<file path="config.mk">
export PLATFORM = sky130hd
export DESIGN_NAME = utf8_stream_validator_core
export DESIGN_NICKNAME = d
export VERILOG_FILES = /design/src/utf8sv_pkg.sv /design/src/utf8sv_step.sv /design/src/utf8_stream_validator_core.sv
export VERILOG_INCLUDE_DIRS = /design/src /design/src/src
export SDC_FILE = /design/constraint.sdc
export NUM_CORES = 1
export LEC_CHECK = 0
export ABC_CLOCK_PERIOD_IN_PS = 2230
export BUFFER_PORTS_ARGS = -buffer_cell sky130_fd_sc_hd__buf_2
export CAP_MARGIN = 25
export CORE_MARGIN = 10
export CORE_UTILIZATION = 56
export DETAILED_ROUTE_END_ITERATION = 8
export GPL_ROUTABILITY_DRIVEN = 0
export MAX_ROUTING_LAYER = met4
export PLACE_DENSITY = 0.79
export RECOVER_POWER = 50
export SETUP_SLACK_MARGIN = 0.1
export SLEW_MARGIN = 25
export SYNTH_ARGS = -nofsm -noshare
export SYNTH_HDL_FRONTEND = slang
export SYNTH_SLANG_ARGS = --single-unit
</file>
<file path="constraint.sdc">
create_clock -name clk -period 2.23 [get_ports clk]
set_input_delay 0 -clock clk [delete_from_list [all_inputs] [get_ports clk]]
set_output_delay 0 -clock clk [all_outputs]
set_load 0.02 [all_outputs]
</file>
<file path="src/utf8_stream_validator_core_defines.svh">
// Assertion macros for the UTF-8 stream validator.
// Included by files that carry concurrent checks; needs a clk and rst in scope.
`ifndef UTF8_STREAM_VALIDATOR_CORE_DEFINES_SVH
`define UTF8_STREAM_VALIDATOR_CORE_DEFINES_SVH

// Same-cycle implication, disabled during reset
`define UTF8SV_ASSERT_NOW(label, ante, cons, msg) \
  label: assert property (@(posedge clk) disable iff (rst) (ante) |-> (cons)) \
    else $error(msg);

// Next-cycle implication, disabled during reset
`define UTF8SV_ASSERT_NEXT(label, ante, cons, msg) \
  label: assert property (@(posedge clk) disable iff (rst) (ante) |=> (cons)) \
    else $error(msg);

`endif

</file>
<file path="src/utf8sv_pkg.sv">
// Shared types and constants for the UTF-8 stream validator.
// No dependencies; used by utf8sv_step and utf8_stream_validator_core.
`timescale 1ns / 1ps

package utf8sv_pkg;

  localparam int CpWidth = 21;

  // Status codes reported with each transaction
  localparam logic [1:0] STATUS_BUSY_OK  = 2'd0;
  localparam logic [1:0] STATUS_BUSY_ERR = 2'd1;
  localparam logic [1:0] STATUS_END_OK   = 2'd2;
  localparam logic [1:0] STATUS_END_BAD  = 2'd3;

  // Sequence length codes (length minus one)
  localparam logic [1:0] LEN_ONE   = 2'd0;
  localparam logic [1:0] LEN_TWO   = 2'd1;
  localparam logic [1:0] LEN_THREE = 2'd2;
  localparam logic [1:0] LEN_FOUR  = 2'd3;

  // Decoder state carried from byte to byte
  typedef struct packed {
    logic [1:0]         bytes_left;
    logic [1:0]         seq_len;
    logic [CpWidth-1:0] code_point;
    logic               error_seen;
  } state_t;

endpackage

</file>
<file path="src/utf8sv_step.sv">
// Combinational next-state and status logic for one byte of the validator.
// Depends on utf8sv_pkg.
`timescale 1ns / 1ps

module utf8sv_step (
  input  utf8sv_pkg::state_t cur,
  input  logic [7:0]         data_byte,
  input  logic               last_byte,
  output utf8sv_pkg::state_t nxt,
  output logic [1:0]         status
);

  // Range checks on a completed multi-byte code point
  function automatic logic point_ok(input logic [1:0] len_code,
                                    input logic [utf8sv_pkg::CpWidth-1:0] cp);
    logic ok;
    ok = 1'b1;
    if (len_code == utf8sv_pkg::LEN_TWO   && cp < 21'h00080) ok = 1'b0;
    if (len_code == utf8sv_pkg::LEN_THREE && cp < 21'h00800) ok = 1'b0;
    if (len_code == utf8sv_pkg::LEN_FOUR  && cp < 21'h10000) ok = 1'b0;
    if (cp >= 21'h0D800 && cp <= 21'h0DFFF) ok = 1'b0;
    if (cp > 21'h10FFFF) ok = 1'b0;
    return ok;
  endfunction

  utf8sv_pkg::state_t dec;
  logic [utf8sv_pkg::CpWidth-1:0] cp_shift;

  assign cp_shift = {cur.code_point[utf8sv_pkg::CpWidth-7:0], data_byte[5:0]};

  // Decode the byte against the current state
  always_comb begin
    dec = cur;
    if (!cur.error_seen) begin
      if (cur.bytes_left == 2'd0) begin
        unique case (data_byte) inside
          8'h00: begin
            dec.error_seen = 1'b1;
          end
          [8'h01:8'h7F]: begin
            dec.seq_len    = utf8sv_pkg::LEN_ONE;
            dec.code_point = {13'd0, data_byte};
          end
          [8'hC2:8'hDF]: begin
            dec.seq_len    = utf8sv_pkg::LEN_TWO;
            dec.bytes_left = 2'd1;
            dec.code_point = {16'd0, data_byte[4:0]};
          end
          [8'hE0:8'hEF]: begin
            dec.seq_len    = utf8sv_pkg::LEN_THREE;
            dec.bytes_left = 2'd2;
            dec.code_point = {17'd0, data_byte[3:0]};
          end
          [8'hF0:8'hF4]: begin
            dec.seq_len    = utf8sv_pkg::LEN_FOUR;
            dec.bytes_left = 2'd3;
            dec.code_point = {18'd0, data_byte[2:0]};
          end
          default: begin
            dec.error_seen = 1'b1;
          end
        endcase
      end else if (data_byte[7:6] != 2'b10) begin
        // not a continuation byte
        dec.error_seen = 1'b1;
        dec.bytes_left = 2'd0;
      end else begin
        dec.code_point = cp_shift;
        dec.bytes_left = cur.bytes_left - 2'd1;
        if (cur.bytes_left == 2'd1 && !point_ok(cur.seq_len, cp_shift)) begin
          dec.error_seen = 1'b1;
        end
      end
    end
  end

  // Status and end-of-string clear
  always_comb begin
    if (last_byte) begin
      status = (dec.error_seen || dec.bytes_left != 2'd0) ?
               utf8sv_pkg::STATUS_END_BAD : utf8sv_pkg::STATUS_END_OK;
      nxt    = '0;
    end else begin
      status = dec.error_seen ? utf8sv_pkg::STATUS_BUSY_ERR : utf8sv_pkg::STATUS_BUSY_OK;
      nxt    = dec;
    end
  end

endmodule

</file>
<file path="src/utf8_stream_validator_core.sv">
// Strict UTF-8 validator for a byte stream, one byte per transaction.
// Depends on utf8sv_pkg, utf8sv_step and utf8_stream_validator_core_defines.svh.
//
// Each input byte (with a last-byte flag) produces one status transaction:
// busy/ok, busy/error, ended valid or ended invalid. The block accepts one
// byte every cycle while the output is not stalled; each byte passes the input
// register, then the result register, before its status is offered. The rate
// is set by the decoder state update, which completes as a byte moves from
// the input register to the result register. While the result is stalled
// the input register holds one more byte, then the input stalls. Errors are
// sticky until the last byte of a string, after which all decoder state
// clears.
`timescale 1ns / 1ps
`include "utf8_stream_validator_core_defines.svh"

module utf8_stream_validator_core (
  input  logic       clk,
  input  logic       rst,
  input  logic       in_valid,
  output logic       in_stall,
  input  logic [7:0] data_byte,
  input  logic       last_byte,
  output logic       out_valid,
  input  logic       out_stall,
  output logic [1:0] status
);

  logic               in_q_valid;
  logic [7:0]         byte_q;
  logic               last_q;
  logic               advance;
  logic               in_take;
  utf8sv_pkg::state_t state;
  utf8sv_pkg::state_t state_next;
  logic [1:0]         status_next;

  // Handshake: the result register frees the input register
  assign advance  = in_q_valid && (!out_valid || !out_stall);
  assign in_stall = in_q_valid && out_valid && out_stall;
  assign in_take  = in_valid && !in_stall;

  // Input register
  always_ff @(posedge clk) begin
    if (rst) begin
      in_q_valid <= 1'b0;
    end else if (in_take) begin
      in_q_valid <= 1'b1;
    end else if (advance) begin
      in_q_valid <= 1'b0;
    end
  end

  always_ff @(posedge clk) begin
    if (in_take) begin
      byte_q <= data_byte;
      last_q <= last_byte;
    end
  end

  utf8sv_step u_step (
    .cur       (state),
    .data_byte (byte_q),
    .last_byte (last_q),
    .nxt       (state_next),
    .status    (status_next)
  );

  // Decoder state, updated as each byte moves on
  always_ff @(posedge clk) begin
    if (rst) begin
      state <= '0;
    end else if (advance) begin
      state <= state_next;
    end
  end

  // Result register
  always_ff @(posedge clk) begin
    if (rst) begin
      out_valid <= 1'b0;
    end else if (advance) begin
      out_valid <= 1'b1;
    end else if (!out_stall) begin
      out_valid <= 1'b0;
    end
  end

  always_ff @(posedge clk) begin
    if (advance) begin
      status <= status_next;
    end
  end

  // Checks
  `UTF8SV_ASSERT_NOW(a_left_within_len, 1'b1, state.bytes_left <= state.seq_len,
                     "bytes_left exceeds sequence length")
  `UTF8SV_ASSERT_NEXT(a_clear_after_last, advance && last_q, state == '0,
                      "state not cleared after last byte")
  `UTF8SV_ASSERT_NEXT(a_error_sticky, advance && state.error_seen && !last_q,
                      state.error_seen, "error flag dropped mid-string")
  `UTF8SV_ASSERT_NEXT(a_error_reported, advance && state.error_seen,
                      out_valid && (status == utf8sv_pkg::STATUS_BUSY_ERR ||
                                    status == utf8sv_pkg::STATUS_END_BAD),
                      "error not reported in status")

endmodule
</file>
==> run_results.csv, run 1 <==
group,metric,value,unit
route,wl_per_cell,17.3,µm
floorplanning,fp.dieH,71.2,µm
pwr,p_sw_frac,0.260,
critical_path,path_cells,"o21a_1 -> o2111ai_1 -> a211oi_2 -> o21a_2 -> o21a_4 -> a22o_2",
yosys,netlist_top_cells_area,"dfxtp_1, edfxtp_1, a22o_1",
sta,fin_tns_setup,0,ns
floorplanning,initial_core_util,0.591,
yosys,yosysTopAreaCellShare,0.301,
placed_design,dp_hpwl,2.25,mm
route,drt-pass1-iter-count,4,
clock_network,numCtsBuffers,5,
worst_hold_path,min_from,"data_byte[3]",
grt,grt_max_degree,16,
worst_hold_path,hold_path_depth,2,
grt,grt_antenna_before_repair,0,
pwr,switching_power,287,µW
yosys,syn_inst,138,
final_layout,nets,185,
yosys,yosysTopAreaCell,"dfxtp_1",
clock_network,clockBufferDepth,2,
yosys,ys_ff_latch,33,
clock_network,h-tree-depth,2,
clock_network,clk_latency,0.34,ns
critical_path,r2r_end,"state[8]",
floorplanning,rows,18,
placed_design,port_buffers,16,
critical_path,reg2reg_from,"byte_q[1]",
clock_network,clock-root-buffer,"clkbuf_4",
pwr,p_clk_frac,0.292,
grt,grt_overflow,0,
sta,finalCriticalPeriod,2.09,ns
outcome,status,"finished, final reports clean",
worst_hold_path,hp-class,"in2reg",
critical_path,critical-path-top-delay-family,"compound AO/OA/AOI/OAI gates",
sta,finalClockSkew,0.00572,ns
pwr,internal_power,815,µW
yosys,synth_flop_cell,"dfxtp_1",
sta,hold_viol,0,
critical_path,arrival,2.32,ns
critical_path,setup.worst_path.end_class,"flip-flop",
final_layout,drive_above_1_share,0.211,
critical_path,crit_fanout,15,
sta,drv_slew,0,
critical_path,worst_path_max_delay_cell,"edfxtp_1",
grt,grt_pass1_wl,5.69,mm
critical_path,max_stage_delay,0.52,ns
final_layout,multi_input_area,639,µm²
sta,max_slew_margin,0.523,
clock_network,clk_pin_slew,0.10,ns
placed_design,dpl_cell_area,0.00156,mm²
yosys,avgSynthCellArea,10.6,µm²
critical_path,crit_type,"reg2reg",
final_layout,fin_area,0.00174,mm²
yosys,netlist_area,0.00147,mm²
floorplanning,die_w,71.2,µm
floorplanning,dieArea,0.00506,mm²
critical_path,r2r_slack,0.14,ns
route,routed_via_density,6.28,
pwr,powerDensity,632,mW/mm²
final_layout,area_growth,19.0,%
route,vias,1262,
floorplanning,core_area,0.00248,mm²
critical_path,path_buf_inv,0,
pwr,p_leak,0.000700,µW
grt,grt_usage,0.141,
yosys,ys_warn_count,0,
sta,clock.fmax,479,MHz
sta,setup_viol,0,
route,wirelength,3.47,mm
critical_path,critPathLaunchType,"flip-flop",
clock_network,cts_sinks,33,
sta,rsz0062_at_grt,"false",
floorplanning,io_pins,17,
grt,first_global_vias,1233,
yosys,synth_seq_area_share,0.526,
pwr,ir_drop,0.546,mV
pwr,pwr-share-seq,0.603,
critical_path,required,2.47,ns
final_layout,area.sequential,771,µm²
yosys,async_flop_share,0,
pwr,p_comb_frac,0.105,
critical_path,reg2reg_depth,6,
yosys,synthesis.nets,153,
route,drt_iter0_drc,121,
clock_network,cts_tree,"built",
final_layout,diodes,0,
route,drc,0,
sta,tightest_slew,0.715,ns
route,ant_nets,0,
worst_hold_path,whs_endpoint,"byte_q[3]",
yosys,synth_cell_types,44,
run,drv_cap,0,
final_layout,num-fill-cells,183,
yosys,synth_edf_count,11,
sta,fin_crit_sh,0.936,
[registers in the layout, summed over array words and instances, names as in the netlist]
name        cells
out_valid       1
byte_q          8
last_q          1
in_q_valid      1
status          2
state          20
[placed cells by master (no fill, tap or decap), types with 6 or more instances in the layout]
cell type / synthesis / layout
nor2_1: 9 / 8
buf_2: 1 / 11
nand2_1: 6 / 6
inv_1: 11 / 11
dlygate4sd3_1: 0 / 12
dfxtp_1: 22 / 22
edfxtp_1: 11 / 11
a21oi_1: 8 / 8
a22o_1: 8 / 8
o21ai_0: 7 / 7
[layer usage]
metal  global-route usage  vias to the layer above  routed length (µm)
met5                    -                        -                   0
met4               0.0559                        0                  87
met3               0.0516                       14                 204
met2                0.223                       65                1700
met1                0.157                      588                1480
li1                     -                      595                   -
[Yosys cell counts (2+ instances only)]
master and count:
o21ai_0 7, a22o_1 8, o21a_1 2, nor3_1 3, nand3_1 2, ha_1 2, nand2_1 6, o211ai_1 2
and3_1 2, nor4_1 4, nor2_1 9, inv_1 11, nand4_1 2, a22oi_1 2, a21o_1 2, a22o_2 5
dfxtp_1 22, clkbuf_1 2, a32o_2 2, edfxtp_1 11, a31oi_1 2, a21oi_1 8
[area by class of cell]
type / instances / area share
repair buffers: 29 / 0.116
flip-flops and latches: 33 / 0.442
inverters: 11 / 0.0237
clock inverters: 2 / 0.00574
clock buffers: 6 / 0.0237
well taps: 30 / 0.0215
multi-input cells: 90 / 0.367
[how the worst max path moves through the flow]
stage              start         to  slack, ns  cells past startpoint
6_report       byte_q[1]   state[8]       0.14                      6
5_1_grt        byte_q[1]   state[8]       0.08                      6
2_1_floorplan  state[24]  state[13]       0.33                      9
3_5_place_dp   state[24]  status[0]       0.17                      8
4_1_cts        byte_q[3]   state[6]       0.13                      6
3_3_place_gp   byte_q[3]   state[6]       0.26                      6
[metrics by stage]
step	instances	setup WS (ns)	hold WS (ns)	utilization	total power, µW
after global routing	201	0.0791	0.355	0.704	1150
after CTS	200	0.133	0.355	0.697	1090
after detailed placement	180	0.171	0.178	0.628	768
after global placement	180	0.259	0.176	0.628	764
final	201	0.144	0.356	0.704	1100
after floorplan	138	0.332	0.0724	-	739
[power by group through the flow]
stage,Sequential [µW],Clock (µW),Combinational (µW)
global placement,675,0,88.8
CTS,662,319,109
finish,665,322,116
global route,667,357,127
detailed placement,675,0,92.8
floorplan,672,0,66.7
[logic make-up after synthesis]
| kind of cell | synth area share |
|---|---|
| flops | 0.526 |
| fa+ha+maj | 0.0171 |
| xor+xnor | 0.00598 |
| compound gates | 0.275 |
| mux | 0.00683 |
| simple gates | 0.122 |
| buf+inv | 0.0470 |
[what timing repair did]
item,CTS,global route
endpoints found under the setup margin,0,17
hold buffers,12,0
setup buffers,0,1
endpoints found under the hold margin,14,0
gates resized for setup,0,3
Note: power is estimated with default switching activity, not from simulation.
==> inputs of run 2 (changes only) <==
--- a/config.mk
+++ b/config.mk
@@ -10,11 +10,11 @@
 export BUFFER_PORTS_ARGS = -buffer_cell sky130_fd_sc_hd__buf_2
 export CAP_MARGIN = 25
 export CORE_MARGIN = 10
-export CORE_UTILIZATION = 56
+export CORE_UTILIZATION = 40
 export DETAILED_ROUTE_END_ITERATION = 8
 export GPL_ROUTABILITY_DRIVEN = 0
 export MAX_ROUTING_LAYER = met4
-export PLACE_DENSITY = 0.79
+export PLACE_DENSITY = 0.6
 export RECOVER_POWER = 50
 export SETUP_SLACK_MARGIN = 0.1
 export SLEW_MARGIN = 25
==> run 2 against run 1 <==
Against the previous run: non-clock buffer count shrank 1; count of clock-buffer cells in the layout is the same; die area grew 28%; highest routed layer unchanged; via count shrank 6.3%; utilization shrank 18 points; critical path type unchanged; critical endpoint is now state[9].
==> run_results.csv, run 2 (synthesis results as in run 1) <==
group,metric,value,unit
outcome,status,"finished, final reports clean",
route,drc,0,
floorplanning,core_area,0.00344,mm²
sta,finalCriticalPeriod,1.99,ns
final_layout,diodes,0,
route,wl_per_cell,14.6,µm
pwr,p_sw_frac,0.238,
sta,clock.fmax,503,MHz
route,wirelength,3.16,mm
clock_network,clockBufferDepth,2,
final_layout,nets,184,
critical_path,setup.worst_path.end_class,"flip-flop",
route,drt-pass1-iter-count,4,
clock_network,clk_pin_slew,0.06,ns
pwr,total_power,1190,µW
placed_design,port_buffers,16,
floorplanning,initial_core_util,0.426,
final_layout,final_common_cell,"dfxtp_1",
clock_network,h-tree-depth,2,
placed_design,post-place-ws,0.187,ns
route,routed_via_density,5.47,
final_layout,final_cell_mix,"dfxtp_1, dlygate4sd3_1, inv_1, edfxtp_1, buf_2",
worst_hold_path,hp-class,"in2reg",
sta,setup_slack,0.241,ns
pwr,pwr-share-seq,0.557,
sta,hold_viol,0,
sta,finalClockSkew,0.00428,ns
grt,first_global_vias,1187,
critical_path,crit_type,"reg2reg",
grt,grt_antenna_before_repair,0,
clock_network,clk_latency,0.28,ns
final_layout,largest_reg_flops,20,
pwr,p_leak,0.000706,µW
final_layout,drive_above_1_share,0.206,
pwr,p_clk_frac,0.350,
route,drt_iter0_drc,63,
grt,grt_max_degree,16,
sta,fin_crit_sh,0.892,
final_layout,top_regs,"state: 20 flops, byte_q: 8 flops, status: 2 flops",
pwr,powerDensity,667,mW/mm²
floorplanning,rows,21,
final_layout,regMostFlops,"state",
sta,fin_tns_setup,0,ns
final_layout,area_growth,22.3,%
sta,tightest_slew,0.709,ns
clock_network,cts_sinks,33,
pwr,ir_drop,0.445,mV
run,drv_cap,0,
final_layout,num-fill-cells,317,
sta,setup_viol,0,
clock_network,clock-root-buffer,"clkbuf_8",
critical_path,crit_fanout,15,
critical_path,required,2.46,ns
pwr,p_comb_frac,0.093,
pwr,switching_power,284,µW
sta,rsz0062_at_grt,"false",
floorplanning,io_pins,17,
pwr,internal_power,911,µW
grt,grt_overflow,0,
critical_path,critPathLaunchType,"flip-flop",
grt,grt_pass1_wl,5.47,mm
route,ant_nets,0,
grt,grt_usage,0.109,
clock_network,cts_tree,"built",
floorplanning,fp.dieH,80.5,µm
placed_design,dpl_cell_area,0.00158,mm²
clock_network,post-cts-setup-buffer-count,0,
floorplanning,dieArea,0.00648,mm²
final_layout,fin_area,0.00179,mm²
sta,max_slew_margin,0.526,
floorplanning,die_w,80.5,µm
route,vias,1182,
clock_network,numCtsBuffers,5,
sta,drv_slew,0,
critical_path,arrival,2.22,ns
placed_design,dp_hpwl,2.34,mm
## run 2: critical path, cell delays in order, from the launching register on
cell	delay, ns
edfxtp_1	0.50
nor4_4	0.38
a31oi_1	0.18
a211oi_2	0.28
o21a_2	0.20
o21a_4	0.23
a22o_2	0.17
## run 2: timing repair
item	CTS	global route
setup endpoints to repair	0	16
resized for setup	0	4
hold endpoints to repair	14	0
hold buffers	12	0
## run 2: final timing paths
check / end / from / slack (ns) / cells past startpoint
setup reg to reg: state[9] / byte_q[3] / 0.24 / 6
hold / removal: byte_q[5] / data_byte[5] / 0.42 / 2
setup / recovery: state[9] / byte_q[3] / 0.24 / 6
hold reg to reg: state[12] / state[12] / 0.49 / 1
## run 2: through the flow
step,std cells,util,hold WS (ns)
after floorplan,138,-,0.0724
after global placement,196,0.458,0.177
after detailed placement,196,0.458,0.178
after CTS,216,0.517,0.413
after global routing,216,0.521,0.423
final,216,0.521,0.422
## run 2: metal layers
layer	wire length [µm]	GRT usage	vias to the layer above	share of wire
met5	0	-	-	0
met4	52	0.0423	0	0.016
met3	149	0.0445	6	0.047
met2	1430	0.167	24	0.45
met1	1520	0.125	554	0.48
li1	-	-	598	-
## run 2: area by class of cell
class,count,area (µm²),share of cell area
multi-input combinational,90,646,0.360
clock inverter,2,10.0,0.00559
timing repair buffer,28,194,0.108
clock buffer,6,72.6,0.0405
inverter,11,41.3,0.0230
tap,46,57.6,0.0321
sequential,33,771,0.430
## run 2: power groups by stage
stage	Combinational [µW]	Clock, µW	Sequential, µW
2_1_floorplan	66.7	0	672
3_3_place_gp	91.6	0	676
3_5_place_dp	93.0	0	676
4_1_cts	110	433	663
5_1_grt	122	456	668
6_report	111	418	666
